File: config.mk
export PLATFORM = sky130hd
export DESIGN_NAME = distillation_phase_sequencer_flat
export DESIGN_NICKNAME = d
export VERILOG_FILES = /design/src/hw/rtl/dps_pkg.sv /design/src/hw/rtl/dps_if.sv /design/src/hw/rtl/dps_front.sv /design/src/hw/rtl/dps_queue.sv /design/src/hw/rtl/dps_back.sv /design/src/hw/rtl/distillation_phase_sequencer.sv /design/src/flat_wrapper.sv
export SDC_FILE = /design/constraint.sdc
export NUM_CORES = 2
export LEC_CHECK = 0
export BUFFER_PORTS_ARGS = -buffer_cell sky130_fd_sc_hd__buf_2
export CORE_MARGIN = 10
export CORE_UTILIZATION = 35
export DETAILED_ROUTE_END_ITERATION = 10
export PLACE_DENSITY = 0.61
export SETUP_SLACK_MARGIN = 0.5
export SLEW_MARGIN = 20
export SYNTH_ARGS = -nofsm -noshare
export SYNTH_HDL_FRONTEND = slang
export SYNTH_SLANG_ARGS = --single-unit
export TNS_END_PERCENT = 5
File: constraint.sdc
create_clock -name clk_i -period 17.17 [get_ports clk_i]
set_input_delay 4.2925 -clock clk_i [delete_from_list [all_inputs] [get_ports clk_i]]
set_output_delay 4.2925 -clock clk_i [all_outputs]
set_load 0.005 [all_outputs]
File: src/hw/rtl/dps_pkg.sv
// Shared types and constants of the distillation phase sequencer.
// No dependencies; the front end, queue, back end and top level import this package.
package dps_pkg;

  // Action codes as they arrive on the input channel
  localparam logic [2:0] ActTick   = 3'd0;
  localparam logic [2:0] ActStart  = 3'd1;
  localparam logic [2:0] ActStop   = 3'd2;
  localparam logic [2:0] ActPause  = 3'd3;
  localparam logic [2:0] ActResume = 3'd4;

  // Phase codes as they leave on the output channel
  localparam logic [2:0] PhaseCodeIdle    = 3'd0;
  localparam logic [2:0] PhaseCodeHeat    = 3'd1;
  localparam logic [2:0] PhaseCodeCollect = 3'd2;
  localparam logic [2:0] PhaseCodeDone    = 3'd3;
  localparam logic [2:0] PhaseCodeError   = 3'd4;

  // Configuration register indexes
  localparam logic [2:0] CfgCollectStart = 3'd0;
  localparam logic [2:0] CfgFinish       = 3'd1;
  localparam logic [2:0] CfgVesselLimit  = 3'd2;
  localparam logic [2:0] CfgWarmupWatts  = 3'd3;
  localparam logic [2:0] CfgCollectWatts = 3'd4;
  localparam logic [2:0] CfgHeadsRate    = 3'd5;
  localparam logic [2:0] CfgBodyRate     = 3'd6;
  localparam logic [2:0] CfgHeadsTarget  = 3'd7;

  localparam logic signed [11:0] RstCollectStart = 12'sd1248;
  localparam logic signed [11:0] RstFinish       = 12'sd1600;
  localparam logic signed [11:0] RstVesselLimit  = 12'sd1632;
  localparam logic [11:0]        RstWarmupWatts  = 12'd2000;
  localparam logic [11:0]        RstCollectWatts = 12'd1000;
  localparam logic [11:0]        RstHeadsRate    = 12'd50;
  localparam logic [11:0]        RstBodyRate     = 12'd500;
  localparam logic [15:0]        RstHeadsTarget  = 16'd0;

  // 50 degrees in 1/16 degree units
  localparam logic signed [11:0] StartMaxTemp = 12'sd800;

  // x / 1000 == (x * DivMagic) >> DivShift for every 32-bit x
  localparam logic [31:0] DivMagic = 32'h10624DD3;
  localparam int unsigned DivShift = 38;

  localparam int unsigned QDepth = 2;

  typedef enum logic [2:0] {
    KindTick,
    KindStart,
    KindStop,
    KindPause,
    KindResume,
    KindNop
  } kind_e;

  typedef enum logic [4:0] {
    PhIdle    = 5'b00001,
    PhHeat    = 5'b00010,
    PhCollect = 5'b00100,
    PhDone    = 5'b01000,
    PhError   = 5'b10000
  } phase_e;

  // Classified transaction handed from front to back
  typedef struct packed {
    kind_e        kind;
    logic [31:0]  now_ms;
    logic [11:0]  vessel_temp;
    logic [11:0]  heat_temp;
    logic         vessel_ok;
    logic         start_ok;
    logic [15:0]  pumped_volume;
  } item_t;

  function automatic logic [2:0] phase_code(phase_e p);
    case (p)
      PhIdle:    return PhaseCodeIdle;
      PhHeat:    return PhaseCodeHeat;
      PhCollect: return PhaseCodeCollect;
      PhDone:    return PhaseCodeDone;
      PhError:   return PhaseCodeError;
      default:   return PhaseCodeIdle;
    endcase
  endfunction

endpackage

File: src/hw/rtl/dps_if.sv
// Channel interfaces of the distillation phase sequencer: input items,
// results and configuration writes. No dependencies.
interface dps_in_if;
  logic               valid;
  logic               ready;
  logic [2:0]         action;
  logic [31:0]        now_ms;
  logic signed [11:0] vessel_temp;
  logic signed [11:0] product_temp;
  logic               vessel_sensor_ok;
  logic               product_sensor_ok;
  logic [15:0]        pumped_volume;

  modport source (output valid, action, now_ms, vessel_temp, product_temp,
                  vessel_sensor_ok, product_sensor_ok, pumped_volume,
                  input ready);
  modport sink   (input valid, action, now_ms, vessel_temp, product_temp,
                  vessel_sensor_ok, product_sensor_ok, pumped_volume,
                  output ready);
endinterface

interface dps_out_if;
  logic        valid;
  logic        ready;
  logic [2:0]  phase;
  logic        running;
  logic        paused;
  logic        heads_mode;
  logic [11:0] heater_watts;
  logic        valve_open;
  logic [11:0] pump_rate;
  logic        pump_clear;
  logic [31:0] product_total;
  logic [31:0] heads_total;
  logic [22:0] uptime_s;
  logic [22:0] phase_time_s;

  modport source (output valid, phase, running, paused, heads_mode, heater_watts,
                  valve_open, pump_rate, pump_clear, product_total, heads_total,
                  uptime_s, phase_time_s, input ready);
  modport sink   (input valid, phase, running, paused, heads_mode, heater_watts,
                  valve_open, pump_rate, pump_clear, product_total, heads_total,
                  uptime_s, phase_time_s, output ready);
endinterface

interface dps_cfg_if;
  logic        valid;
  logic        ready;
  logic [2:0]  index;
  logic [15:0] data;

  modport source (output valid, index, data, input ready);
  modport sink   (input valid, index, data, output ready);
endinterface

File: src/hw/rtl/dps_front.sv
// Front end: takes input transactions and classifies them for the back end.
// Depends on dps_pkg and dps_in_if.
module dps_front import dps_pkg::*; (
  dps_in_if.sink   in_i,
  output item_t    item_o,
  output logic     item_valid_o,
  input  logic     item_ready_i
);

  kind_e kind;

  always_comb begin
    case (in_i.action)
      ActTick:   kind = KindTick;
      ActStart:  kind = KindStart;
      ActStop:   kind = KindStop;
      ActPause:  kind = KindPause;
      ActResume: kind = KindResume;
      default:   kind = KindNop;
    endcase
  end

  assign in_i.ready   = item_ready_i;
  assign item_valid_o = in_i.valid;

  always_comb begin
    item_o.kind          = kind;
    item_o.now_ms        = in_i.now_ms;
    item_o.vessel_temp   = in_i.vessel_temp;
    // heating watches the product line when its sensor is there
    item_o.heat_temp     = in_i.product_sensor_ok ? in_i.product_temp
                                                  : in_i.vessel_temp;
    item_o.vessel_ok     = in_i.vessel_sensor_ok;
    item_o.start_ok      = in_i.vessel_sensor_ok && (in_i.vessel_temp <= StartMaxTemp);
    item_o.pumped_volume = in_i.pumped_volume;
  end

endmodule

File: src/hw/rtl/dps_queue.sv
// Short FIFO of classified transactions between front and back end.
// Depends on dps_pkg.
module dps_queue import dps_pkg::*; (
  input  logic  clk_i,
  input  logic  rst_ni,
  input  item_t wr_item_i,
  input  logic  wr_valid_i,
  output logic  wr_ready_o,
  output item_t rd_item_o,
  output logic  rd_valid_o,
  input  logic  rd_pop_i
);

  localparam int unsigned PtrW = (QDepth > 1) ? $clog2(QDepth) : 1;
  localparam int unsigned CntW = $clog2(QDepth + 1);

  item_t            mem_q [QDepth];
  logic [PtrW-1:0]  wr_ptr_q, rd_ptr_q;
  logic [CntW-1:0]  count_q;
  logic             push, pop;

  assign wr_ready_o = (count_q != CntW'(QDepth));
  assign rd_valid_o = (count_q != '0);
  assign rd_item_o  = mem_q[rd_ptr_q];
  assign push       = wr_valid_i && wr_ready_o;
  assign pop        = rd_pop_i && rd_valid_o;

  always_ff @(posedge clk_i) begin
    if (push) begin
      mem_q[wr_ptr_q] <= wr_item_i;
    end
  end

  always_ff @(posedge clk_i or negedge rst_ni) begin
    if (!rst_ni) begin
      wr_ptr_q <= '0;
      rd_ptr_q <= '0;
      count_q  <= '0;
    end else begin
      if (push) begin
        wr_ptr_q <= (wr_ptr_q == PtrW'(QDepth - 1)) ? '0 : wr_ptr_q + 1'b1;
      end
      if (pop) begin
        rd_ptr_q <= (rd_ptr_q == PtrW'(QDepth - 1)) ? '0 : rd_ptr_q + 1'b1;
      end
      if (push && !pop) begin
        count_q <= count_q + 1'b1;
      end else if (pop && !push) begin
        count_q <= count_q - 1'b1;
      end
    end
  end

endmodule

File: src/hw/rtl/dps_back.sv
// Back end: configuration registers, phase state update, shared reciprocal
// multiplier for the two seconds counts, and the result register.
// Depends on dps_pkg, dps_out_if and dps_cfg_if.
module dps_back import dps_pkg::*; (
  input  logic      clk_i,
  input  logic      rst_ni,
  dps_cfg_if.sink   cfg_i,
  input  item_t     item_i,
  input  logic      item_valid_i,
  output logic      item_pop_o,
  dps_out_if.source out_o
);

  typedef enum logic [3:0] {
    SeqExec  = 4'b0001,
    SeqMulUp = 4'b0010,
    SeqMulPh = 4'b0100,
    SeqFin   = 4'b1000
  } seq_e;

  // configuration
  logic signed [11:0] cfg_cstart_q, cfg_finish_q, cfg_vlimit_q;
  logic [11:0]        cfg_warm_q, cfg_coll_q, cfg_hrate_q, cfg_brate_q;
  logic [15:0]        cfg_htarget_q;

  // run state
  phase_e             phase_q, phase_d;
  logic               run_q, run_d, pause_q, pause_d, heads_q, heads_d;
  logic [31:0]        run_start_q, run_start_d;
  logic [31:0]        pause_start_q, pause_start_d;
  logic [31:0]        phase_start_q, phase_start_d;
  logic [31:0]        prod_cnt_q, prod_cnt_d, heads_cnt_q, heads_cnt_d;
  logic signed [11:0] lvt_q, lvt_d;
  logic [11:0]        heater_q, heater_d, pump_q, pump_d;
  logic               valve_q, valve_d, clear_q, clear_d;

  // sequencer and divider
  seq_e               seq_q, seq_d;
  logic [31:0]        diff_up_q, diff_up_d, diff_ph_q, diff_ph_d;
  logic [63:0]        mul_q;
  logic [31:0]        mul_a;
  logic [22:0]        up_q;
  logic               out_valid_q, out_load;

  logic signed [11:0] it_vt, it_ht;
  logic [31:0]        base_ms, resume_d;
  logic [32:0]        heads_sum, prod_sum;
  logic [31:0]        heads_sat, prod_sat;
  logic               heads_en, restart_ph, zero_up, exec;

  assign cfg_i.ready = 1'b1;

  always_ff @(posedge clk_i or negedge rst_ni) begin
    if (!rst_ni) begin
      cfg_cstart_q  <= RstCollectStart;
      cfg_finish_q  <= RstFinish;
      cfg_vlimit_q  <= RstVesselLimit;
      cfg_warm_q    <= RstWarmupWatts;
      cfg_coll_q    <= RstCollectWatts;
      cfg_hrate_q   <= RstHeadsRate;
      cfg_brate_q   <= RstBodyRate;
      cfg_htarget_q <= RstHeadsTarget;
    end else if (cfg_i.valid) begin
      case (cfg_i.index)
        CfgCollectStart: cfg_cstart_q  <= cfg_i.data[11:0];
        CfgFinish:       cfg_finish_q  <= cfg_i.data[11:0];
        CfgVesselLimit:  cfg_vlimit_q  <= cfg_i.data[11:0];
        CfgWarmupWatts:  cfg_warm_q    <= cfg_i.data[11:0];
        CfgCollectWatts: cfg_coll_q    <= cfg_i.data[11:0];
        CfgHeadsRate:    cfg_hrate_q   <= cfg_i.data[11:0];
        CfgBodyRate:     cfg_brate_q   <= cfg_i.data[11:0];
        CfgHeadsTarget:  cfg_htarget_q <= cfg_i.data;
        default: ;
      endcase
    end
  end

  assign it_vt     = item_i.vessel_temp;
  assign it_ht     = item_i.heat_temp;
  assign heads_en  = (cfg_htarget_q != '0);
  assign exec      = (seq_q == SeqExec) && item_valid_i;
  assign item_pop_o = exec;

  assign heads_sum = {1'b0, heads_cnt_q} + {17'b0, item_i.pumped_volume};
  assign prod_sum  = {1'b0, prod_cnt_q} + {17'b0, item_i.pumped_volume};
  assign heads_sat = heads_sum[32] ? '1 : heads_sum[31:0];
  assign prod_sat  = prod_sum[32] ? '1 : prod_sum[31:0];
  assign resume_d  = item_i.now_ms - pause_start_q;
  // reference instant for elapsed time, before this transaction's update
  assign base_ms   = pause_q ? pause_start_q : item_i.now_ms;

  always_comb begin
    phase_d       = phase_q;
    run_d         = run_q;
    pause_d       = pause_q;
    heads_d       = heads_q;
    run_start_d   = run_start_q;
    pause_start_d = pause_start_q;
    phase_start_d = phase_start_q;
    prod_cnt_d    = prod_cnt_q;
    heads_cnt_d   = heads_cnt_q;
    lvt_d         = lvt_q;
    heater_d      = heater_q;
    pump_d        = pump_q;
    valve_d       = valve_q;
    clear_d       = clear_q;
    restart_ph    = 1'b0;
    zero_up       = 1'b0;

    if (exec) begin
      clear_d = 1'b0;
      case (item_i.kind)
        KindStart: begin
          if (!run_q && item_i.start_ok) begin
            run_start_d   = item_i.now_ms;
            phase_start_d = item_i.now_ms;
            pause_start_d = '0;
            prod_cnt_d    = '0;
            heads_cnt_d   = '0;
            heads_d       = heads_en;
            lvt_d         = it_vt;
            heater_d      = cfg_warm_q;
            valve_d       = 1'b0;
            pump_d        = '0;
            phase_d       = PhHeat;
            run_d         = 1'b1;
            pause_d       = 1'b0;
            restart_ph    = 1'b1;
            zero_up       = 1'b1;
          end
        end
        KindStop: begin
          if (run_q) begin
            heater_d = '0;
            valve_d  = 1'b0;
            pump_d   = '0;
            run_d    = 1'b0;
            pause_d  = 1'b0;
            phase_d  = PhIdle;
          end
        end
        KindPause: begin
          if (run_q && !pause_q) begin
            pause_start_d = item_i.now_ms;
            heater_d      = '0;
            valve_d       = 1'b0;
            pump_d        = '0;
            pause_d       = 1'b1;
          end
        end
        KindResume: begin
          if (run_q && pause_q) begin
            run_start_d   = run_start_q + resume_d;
            phase_start_d = phase_start_q + resume_d;
            case (phase_q)
              PhHeat: heater_d = cfg_warm_q;
              PhCollect: begin
                heater_d = cfg_coll_q;
                valve_d  = 1'b1;
                pump_d   = heads_q ? cfg_hrate_q : cfg_brate_q;
              end
              default: heater_d = '0;
            endcase
            pause_d = 1'b0;
          end
        end
        KindTick: begin
          if (run_q && !pause_q) begin
            // trip on the temperature stored by the previous transaction
            if ((lvt_q > cfg_vlimit_q) || !item_i.vessel_ok) begin
              phase_d       = PhError;
              phase_start_d = item_i.now_ms;
              heater_d      = '0;
              valve_d       = 1'b0;
              pump_d        = '0;
              run_d         = 1'b0;
              pause_d       = 1'b0;
            end else begin
              lvt_d = it_vt;
              case (phase_q)
                PhHeat: begin
                  if (it_ht >= cfg_cstart_q) begin
                    phase_d       = PhCollect;
                    phase_start_d = item_i.now_ms;
                    restart_ph    = 1'b1;
                    heater_d      = cfg_coll_q;
                    valve_d       = 1'b1;
                    heads_d       = heads_en;
                    pump_d        = heads_en ? cfg_hrate_q : cfg_brate_q;
                    clear_d       = 1'b1;
                  end
                end
                PhCollect: begin
                  if (it_vt >= cfg_finish_q) begin
                    heater_d      = '0;
                    valve_d       = 1'b0;
                    pump_d        = '0;
                    phase_d       = PhDone;
                    phase_start_d = item_i.now_ms;
                    restart_ph    = 1'b1;
                  end else if (heads_q && heads_en) begin
                    heads_cnt_d = heads_sat;
                    prod_cnt_d  = prod_sat;
                    if (heads_sat >= {16'b0, cfg_htarget_q}) begin
                      heads_d = 1'b0;
                      clear_d = 1'b1;
                      pump_d  = cfg_brate_q;
                    end
                  end else begin
                    prod_cnt_d = prod_sat;
                  end
                end
                PhDone, PhError: ;
                default: begin
                  heater_d = '0;
                  valve_d  = 1'b0;
                  pump_d   = '0;
                  run_d    = 1'b0;
                  pause_d  = 1'b0;
                  phase_d  = PhIdle;
                end
              endcase
            end
          end
        end
        default: ;
      endcase
    end

    // resume shifts both start marks by the pause length, so the
    // elapsed time seen afterwards is the frozen one
    diff_up_d = zero_up ? '0 : base_ms - run_start_q;
    diff_ph_d = restart_ph ? '0 : base_ms - phase_start_q;
  end

  // sequencer: exec, two passes through the reciprocal multiplier, load
  assign out_load = (seq_q == SeqFin) && (!out_valid_q || out_o.ready);

  always_comb begin
    case (seq_q)
      SeqExec:  seq_d = item_valid_i ? SeqMulUp : SeqExec;
      SeqMulUp: seq_d = SeqMulPh;
      SeqMulPh: seq_d = SeqFin;
      SeqFin:   seq_d = out_load ? SeqExec : SeqFin;
      default:  seq_d = SeqExec;
    endcase
  end

  assign mul_a = (seq_q == SeqMulUp) ? diff_up_q : diff_ph_q;

  always_ff @(posedge clk_i) begin
    if (exec) begin
      diff_up_q <= diff_up_d;
      diff_ph_q <= diff_ph_d;
    end
    if (seq_q == SeqMulUp || seq_q == SeqMulPh) begin
      mul_q <= 64'(mul_a) * 64'(DivMagic);
    end
    if (seq_q == SeqMulPh) begin
      up_q <= mul_q[DivShift+22:DivShift];
    end
  end

  always_ff @(posedge clk_i or negedge rst_ni) begin
    if (!rst_ni) begin
      seq_q         <= SeqExec;
      phase_q       <= PhIdle;
      run_q         <= 1'b0;
      pause_q       <= 1'b0;
      heads_q       <= 1'b0;
      run_start_q   <= '0;
      pause_start_q <= '0;
      phase_start_q <= '0;
      prod_cnt_q    <= '0;
      heads_cnt_q   <= '0;
      lvt_q         <= '0;
      heater_q      <= '0;
      pump_q        <= '0;
      valve_q       <= 1'b0;
      clear_q       <= 1'b0;
      out_valid_q   <= 1'b0;
    end else begin
      seq_q         <= seq_d;
      phase_q       <= phase_d;
      run_q         <= run_d;
      pause_q       <= pause_d;
      heads_q       <= heads_d;
      run_start_q   <= run_start_d;
      pause_start_q <= pause_start_d;
      phase_start_q <= phase_start_d;
      prod_cnt_q    <= prod_cnt_d;
      heads_cnt_q   <= heads_cnt_d;
      lvt_q         <= lvt_d;
      heater_q      <= heater_d;
      pump_q        <= pump_d;
      valve_q       <= valve_d;
      clear_q       <= clear_d;
      if (out_load) begin
        out_valid_q <= 1'b1;
      end else if (out_o.ready) begin
        out_valid_q <= 1'b0;
      end
    end
  end

  // result register
  always_ff @(posedge clk_i) begin
    if (out_load) begin
      out_o.phase         <= phase_code(phase_q);
      out_o.running       <= run_q;
      out_o.paused        <= pause_q;
      out_o.heads_mode    <= heads_q;
      out_o.heater_watts  <= heater_q;
      out_o.valve_open    <= valve_q;
      out_o.pump_rate     <= pump_q;
      out_o.pump_clear    <= clear_q;
      out_o.product_total <= prod_cnt_q;
      out_o.heads_total   <= heads_cnt_q;
      out_o.uptime_s      <= run_q ? up_q : '0;
      out_o.phase_time_s  <= run_q ? mul_q[DivShift+22:DivShift] : '0;
    end
  end

  assign out_o.valid = out_valid_q;

endmodule

File: src/hw/rtl/distillation_phase_sequencer.sv
// Distillation phase sequencer, top level.
// An accepted transaction waits in the queue, then the back-end sequencer runs
// exec, both seconds counts through one shared 32x32 reciprocal multiplier, and
// the result load, which waits for the output; then it takes the next transaction.
// Reset: rst_ni asynchronous, active low; phase idle, outputs off, counts zero,
// configuration registers at their defaults. No clearing pass.
module distillation_phase_sequencer import dps_pkg::*; (
  input  logic      clk_i,
  input  logic      rst_ni,
  dps_cfg_if.sink   cfg_i,
  dps_in_if.sink    in_i,
  dps_out_if.source out_o
);

  item_t front_item, queue_item;
  logic  front_valid, front_ready;
  logic  queue_valid, queue_pop;

  dps_front u_front (
    .in_i         (in_i),
    .item_o       (front_item),
    .item_valid_o (front_valid),
    .item_ready_i (front_ready)
  );

  dps_queue u_queue (
    .clk_i      (clk_i),
    .rst_ni     (rst_ni),
    .wr_item_i  (front_item),
    .wr_valid_i (front_valid),
    .wr_ready_o (front_ready),
    .rd_item_o  (queue_item),
    .rd_valid_o (queue_valid),
    .rd_pop_i   (queue_pop)
  );

  dps_back u_back (
    .clk_i        (clk_i),
    .rst_ni       (rst_ni),
    .cfg_i        (cfg_i),
    .item_i       (queue_item),
    .item_valid_i (queue_valid),
    .item_pop_o   (queue_pop),
    .out_o        (out_o)
  );

endmodule
File: src/flat_wrapper.sv
// flat-port wrapper written by rule: the top's interface ports become plain ports
module distillation_phase_sequencer_flat import dps_pkg::*;
  (clk_i, rst_ni, cfg_i_valid, cfg_i_index, cfg_i_data, cfg_i_ready, in_i_valid, in_i_action, in_i_now_ms, in_i_vessel_temp, in_i_product_temp, in_i_vessel_sensor_ok, in_i_product_sensor_ok, in_i_pumped_volume, in_i_ready, out_o_valid, out_o_phase, out_o_running, out_o_paused, out_o_heads_mode, out_o_heater_watts, out_o_valve_open, out_o_pump_rate, out_o_pump_clear, out_o_product_total, out_o_heads_total, out_o_uptime_s, out_o_phase_time_s, out_o_ready);
  dps_cfg_if cfg_i_i ();
  dps_in_if in_i_i ();
  dps_out_if out_o_i ();
  input  logic clk_i;
  input  logic rst_ni;
  input wire logic [$bits(cfg_i_i.valid)-1:0] cfg_i_valid;
  input wire logic [$bits(cfg_i_i.index)-1:0] cfg_i_index;
  input wire logic [$bits(cfg_i_i.data)-1:0] cfg_i_data;
  output wire logic [$bits(cfg_i_i.ready)-1:0] cfg_i_ready;
  input wire logic [$bits(in_i_i.valid)-1:0] in_i_valid;
  input wire logic [$bits(in_i_i.action)-1:0] in_i_action;
  input wire logic [$bits(in_i_i.now_ms)-1:0] in_i_now_ms;
  input wire logic [$bits(in_i_i.vessel_temp)-1:0] in_i_vessel_temp;
  input wire logic [$bits(in_i_i.product_temp)-1:0] in_i_product_temp;
  input wire logic [$bits(in_i_i.vessel_sensor_ok)-1:0] in_i_vessel_sensor_ok;
  input wire logic [$bits(in_i_i.product_sensor_ok)-1:0] in_i_product_sensor_ok;
  input wire logic [$bits(in_i_i.pumped_volume)-1:0] in_i_pumped_volume;
  output wire logic [$bits(in_i_i.ready)-1:0] in_i_ready;
  output wire logic [$bits(out_o_i.valid)-1:0] out_o_valid;
  output wire logic [$bits(out_o_i.phase)-1:0] out_o_phase;
  output wire logic [$bits(out_o_i.running)-1:0] out_o_running;
  output wire logic [$bits(out_o_i.paused)-1:0] out_o_paused;
  output wire logic [$bits(out_o_i.heads_mode)-1:0] out_o_heads_mode;
  output wire logic [$bits(out_o_i.heater_watts)-1:0] out_o_heater_watts;
  output wire logic [$bits(out_o_i.valve_open)-1:0] out_o_valve_open;
  output wire logic [$bits(out_o_i.pump_rate)-1:0] out_o_pump_rate;
  output wire logic [$bits(out_o_i.pump_clear)-1:0] out_o_pump_clear;
  output wire logic [$bits(out_o_i.product_total)-1:0] out_o_product_total;
  output wire logic [$bits(out_o_i.heads_total)-1:0] out_o_heads_total;
  output wire logic [$bits(out_o_i.uptime_s)-1:0] out_o_uptime_s;
  output wire logic [$bits(out_o_i.phase_time_s)-1:0] out_o_phase_time_s;
  input wire logic [$bits(out_o_i.ready)-1:0] out_o_ready;
  assign cfg_i_i.valid = cfg_i_valid;
  assign cfg_i_i.index = cfg_i_index;
  assign cfg_i_i.data = cfg_i_data;
  assign cfg_i_ready = cfg_i_i.ready;
  assign in_i_i.valid = in_i_valid;
  assign in_i_i.action = in_i_action;
  assign in_i_i.now_ms = in_i_now_ms;
  assign in_i_i.vessel_temp = in_i_vessel_temp;
  assign in_i_i.product_temp = in_i_product_temp;
  assign in_i_i.vessel_sensor_ok = in_i_vessel_sensor_ok;
  assign in_i_i.product_sensor_ok = in_i_product_sensor_ok;
  assign in_i_i.pumped_volume = in_i_pumped_volume;
  assign in_i_ready = in_i_i.ready;
  assign out_o_valid = out_o_i.valid;
  assign out_o_phase = out_o_i.phase;
  assign out_o_running = out_o_i.running;
  assign out_o_paused = out_o_i.paused;
  assign out_o_heads_mode = out_o_i.heads_mode;
  assign out_o_heater_watts = out_o_i.heater_watts;
  assign out_o_valve_open = out_o_i.valve_open;
  assign out_o_pump_rate = out_o_i.pump_rate;
  assign out_o_pump_clear = out_o_i.pump_clear;
  assign out_o_product_total = out_o_i.product_total;
  assign out_o_heads_total = out_o_i.heads_total;
  assign out_o_uptime_s = out_o_i.uptime_s;
  assign out_o_phase_time_s = out_o_i.phase_time_s;
  assign out_o_i.ready = out_o_ready;
  distillation_phase_sequencer u_core (.clk_i(clk_i), .rst_ni(rst_ni), .cfg_i(cfg_i_i), .in_i(in_i_i), .out_o(out_o_i));
endmodule
[After elaboration in Yosys (flattened, before gate mapping)]
Memories as Yosys holds them, arrays and structs flattened.
Cells that the tools add are included.
Storage, ports and cells
  memories: 1
  bits in registers: 605
  word-level logic and storage cells: 286
  memory bits (writable): 154
  output and inout port bits: 145
Memory list
  u_core.u_queue.mem_q: words 2, width 77, rd ports 1, clocked after memory_dff 0, wr ports 1, line dps_queue.sv:17  | item_t mem_q [QDepth];
Cells by class
  $mul: 1
  multiplexer cells: 123
  eq/ne operators: 46
  $lt $le $gt $ge: 5
  reduce and logical (&&, ||, !) cells: 56
  add/subtract/negate cells: 11
Operators with widths (count)
  $mux W32: 22
  $pmux W32 S2: 5
  $mux W12: 23
  $pmux W12 S5: 2
  $pmux W32 S3: 1
  $sub A32 B32 Y32: 3
  $pmux W12 S3: 2
  $add A32 B16 Y33: 2
  $add A32 B32 Y32: 2
  $mul A32 B29 Y61 const B: 1
  $pmux W12 S2: 2
  $mux W1: 42
  $ge A32 B16 Y1: 1
  $reduce_and A8 Y1: 4
  $mux W5: 6
  $pmux W5 S3: 2
  $ge A12 B12 Y1: 2
  $ne A2 B2 Y1 const B: 11
  $ne A3 B3 Y1 const B: 7
  $reduce_and A10 Y1: 2
  $eq A3 B2 Y1 const B: 6
  $eq A3 B3 Y1 const B: 6
  $pmux W4 S4: 1
  $reduce_and A2 Y1: 8
  38 further kinds: 79

[Depth between registers and ports, before layout]
An unclocked memory read counts as a cell.
  depth in word-level cells: 11
  mapped depth: 33

[By module]
Synthesis repeated with hierarchy kept, for this count alone.
Second synthesis, totals
  cell total of the unflattened synthesis: 5079
  area, all modules: 53998.0 um^2
By module, submodules not included
  dps_back: cells an instance 4735, area each 47489.3 um^2, instances 1
  dps_queue: cells an instance 258, area each 5830.6 um^2, instances 1
  dps_front: cells an instance 86, area each 678.2 um^2, instances 1

[Worst setup path after synthesis]
Ideal clock, no wire load.
  path kind: in2reg
  from: in out_o_ready
  to: reg u_core.u_back.out_o.heads_mode, enable pin
  stages: 2
  path buffers: 0
  arrival time: 10.245 ns
  data required time: 16.525 ns
  path slack: 6.280 ns
  path through: nor2b_1 -> nor2_1
Between the ends
  word-level cells in the longest chain between the ends: 2
RTL lines
  start, declared: line flat_wrapper.sv:35  | input wire logic [$bits(out_o_i.ready)-1:0] out_o_ready;
  $logic_or A1 B1 Y1: line dps_back.sv:237  | assign out_load = (seq_q == SeqFin) && (!out_valid_q || out_o.ready);
  $logic_and A1 B1 Y1: line dps_back.sv:237
  named net u_core.u_back.out_load: line dps_back.sv:43  | logic out_valid_q, out_load;
  end signal, assigned: line dps_back.sv:312  | out_o.heads_mode <= heads_q;
  end, declared: line dps_if.sv:38  | modport source (output valid, phase, running, paused, heads_mode, heater_watts,
The timed path passes the listed nets, and every way through them passes these cells.
A chain may end at the register's enable or synchronous reset.

[Worst setup path in the final report]
  from: reg u_core.u_back.seq_q[1]
  to: reg u_core.u_back.mul_q[57], data pin
Between the ends
  word-level cells in the longest chain between the ends: 3
RTL lines
  start, declared: line dps_back.sv:38  | seq_e seq_q, seq_d;
  start signal, assigned: line dps_back.sv:266  | seq_q <= SeqExec;
  start signal, assigned: line dps_back.sv:283  | seq_q <= seq_d;
  $eq A4 B2 Y1: line dps_back.sv:249  | assign mul_a = (seq_q == SeqMulUp) ? diff_up_q : diff_ph_q;
  $mux W32: line dps_back.sv:249
  $mul A32 B29 Y61: line dps_back.sv:257  | mul_q <= 64'(mul_a) * 64'(DivMagic);
  end signal, assigned: line dps_back.sv:257
  end, declared: line dps_back.sv:40  | logic [63:0] mul_q;
Every way passes these cells.

==> run_results.csv <==
group,metric,value,unit
placed_design,routabilityCongestion,1.02,
sta,worst_slew_pin_slew,1.04,ns
synthesis,synthArstFlopShare,43.7,%
detailed_routing,wirelength,142000,um
sta,rsz0062_at_grt,"no",
cts,clk_pin_slew,0.06,ns
critical_path,crit_required,17.61,ns
sta,min_period_over_period,57.4,%
cts,ctsResizeCount,0,
synthesis,syn_nets,6038,
sta,finalClockSkew,0.0323,ns
global_route,grt_pass1_wl,222000,um
cts,cts_setup_buffers,0,
synthesis,synth_seq_cells,721,
global_route,grt_start_max_net_pins,147,
cells_and_area,nets,6278,
placed_design,port_buffers,244,
global_route,grt_use_total,16.8,%
global_route,grt_pass1_vias,37600,
cts,ctsHoldBuffers,0,
cts,clock-sinks,721,
synthesis,synth-edff-count,406,
flow_run,cap_violations,0,
detailed_routing,viasPerCell,5.04,
synthesis,synth_area_per_cell,10.6,um^2
cells_and_area,area_growth,12.2,%
sta,maxSlewHeadroom,30.9,%
cells_and_area,final_layout_size_suffix_gt1_share,12.9,%
cells_and_area,fill_cells,14600,
global_route,grt_overflow,0,
synthesis,synth_cell_types,98,
cts,root_buffer,"clkbuf_16",
die,start_util,35.3,%
die,die_h,409,um
global_route,antenna_found_initial,5,
cts,worstSkewPairLatency,0.71,ns
critical_path,critPathArrivalTime,10.28,ns
critical_path,crit_fanout,38,
die,die_x,409,um
cts,cts_buffers,84,
die,ioPinCount,246,
critical_path,worstSetupPathType,"flop to flop",
sta,fmax,102,MHz
sta,min_period,9.85,ns
synthesis,syn_inst,5024,
placed_design,place_hpwl,113000,um
sta,final_hold_viol_count,0,
die,die-area,0.168,mm^2
synthesis,yosysWarnings,0,
synthesis,seq_area_frac_synth,37.9,%
cts,clock_path_buffers,3,
cells_and_area,mostFrequentLayoutCells,"inv_1, ha_1, edfxtp_1, a21oi_1, fa_1",
critical_path,max_stage_delay,0.68,ns
critical_path,cp-end-kind,"flop",
cts,cts_tree,"done",
detailed_routing,drtIter0Drc,2346,
cells_and_area,layoutNonFillerInstCount,7353,
critical_path,crit_top_cell,"fa_1",
detailed_routing,drc_errors,0,
critical_path,critPathLaunchType,"flop",
cells_and_area,mostFrequentLayoutCell,"inv_1",
critical_path,crit_slowest_cell,"mux2i_1",
detailed_routing,drtAntennaViolNets,0,
detailed_routing,dr.pass1.iters,8,
synthesis,synth_ff_type,"edfxtp_1",
sta,setup_violations,0,
worst_hold_path,hold_path_class,"flop to flop",
detailed_routing,vias,37100,
sta,finalSetupTns,0,ns
die,core_area,0.150,mm^2
die,rows,142,
detailed_routing,wl_per_cell,19.4,um
placed_design,placed_cells,7194,
synthesis,syn_area,0.0531,mm^2
cts,h-tree-depth,3,
sta,slew_viol_final,0,
run_status,status,"finished, final reports clean",
## final cells by class
cell class	count	area [um^2]	area share, %
tap	2016	2520	4.23
sequential	721	20100	33.8
inverter	758	2850	4.78
clock inverter	40	544	0.914
antenna	1	2.50	0.00420
multi-input combinational	3409	29600	49.7
timing repair buffer	290	1590	2.67
clock buffer	118	2350	3.95
## critical path, delay by kind of cell, from the launching register on
family | cells | cell delay [ns]
compound gates | 10 | 2.65
fa+ha+maj | 9 | 4.15
buf+inv | 7 | 1.34
flops | 1 | 0.38
mux | 1 | 0.68
simple gates | 2 | 0.35
## sequential cells by signal (all words and copies together), names as in the netlist, 16 cells and up
register                           flops
u_core.u_back.up_q                    23
u_core.u_back.mul_q                   23
u_core.u_back.out_o.phase_time_s      23
u_core.u_back.out_o.heads_total       32
u_core.u_back.cfg_htarget_q           16
u_core.u_back.heads_cnt_q             32
u_core.u_back.run_start_q             32
u_core.u_back.diff_up_q               32
u_core.u_back.pause_start_q           32
u_core.u_back.out_o.uptime_s          23
u_core.u_back.diff_ph_q               32
u_core.u_queue.mem_q                 154
u_core.u_back.prod_cnt_q              32
u_core.u_back.out_o.product_total     32
u_core.u_back.phase_start_q           32
## Yosys cell counts, drive strengths merged (42+ instances only)
| cell type | instances | share of area [%] |
|---|---|---|
| o31ai | 49 | 0.72 |
| nand2b | 42 | 0.50 |
| a211oi | 73 | 1.0 |
| clkbuf | 104 | 0.79 |
| o21ai | 257 | 2.4 |
| xnor2 | 122 | 2.0 |
| fa | 303 | 11 |
| ha | 610 | 14 |
| and2 | 56 | 0.66 |
| edfxtp | 406 | 23 |
| a21o | 100 | 1.4 |
| nor3 | 58 | 0.58 |
| dfrtp | 281 | 13 |
| a21oi | 312 | 2.9 |
| nor2b | 43 | 0.51 |
| nand3 | 76 | 0.72 |
| nor2 | 304 | 2.1 |
| mux2i | 66 | 1.2 |
| nand2 | 271 | 1.9 |
| xor2 | 80 | 1.3 |
| inv | 758 | 5.4 |
| mux2 | 158 | 3.4 |
## through the flow
stage	instance area, um^2	util, %	hold slack (ns)	worst slack, ns
finish	59600	39.6	0.435	7.32
global route	59600	39.6	0.444	6.92
CTS	59600	39.6	0.439	7.44
detailed placement	56700	37.7	0.427	7.47
global placement	56700	37.7	0.421	7.59
floorplan	53100	-	0.418	6.28
## final timing paths
| check | from | end | slack [ns] | cells after the start |
|---|---|---|---|---|
| hold reg to reg | u_core.u_back.mul_q[53] | u_core.u_back.up_q[15] | 0.43 | 0 |
| min in group asynchronous | rst_ni | u_core.u_back.phase_start_q[3] | 3.55 | 1 |
| setup reg to reg | u_core.u_back.seq_q[1] | u_core.u_back.mul_q[57] | 7.32 | 29 |
| setup / recovery | u_core.u_back.seq_q[1] | u_core.u_back.mul_q[57] | 7.32 | 29 |
| hold / removal | u_core.u_back.mul_q[53] | u_core.u_back.up_q[15] | 0.43 | 0 |
| max in group asynchronous | rst_ni | u_core.u_back.heads_cnt_q[20] | 11.73 | 3 |
## per-layer routing
metal  vias to the layer above  track usage, %  wire, um
li1                      17900               -         -
met1                     18100            22.9     65400
met2                       849            26.9     64600
met3                       170            2.64      6870
met4                         0            6.33      5600
met5                         -               0         0
## kinds of logic (layout without fill, tap and decap cells)
group | after synthesis | in the layout | synth area share, %
flops | 721 | 721 | 37.9
compound gates | 1074 | 1074 | 12.9
buf+inv | 894 | 1206 | 6.50
xor+xnor | 202 | 202 | 3.33
fa+ha+maj | 913 | 913 | 25.8
simple gates | 995 | 995 | 8.93
other cells | 1 | 2 | 0.00707
mux | 224 | 224 | 4.67
Power is left out: the tool's default activity adds up to more than one toggle a clock period on the data nets, which glitch-free logic cannot reach.
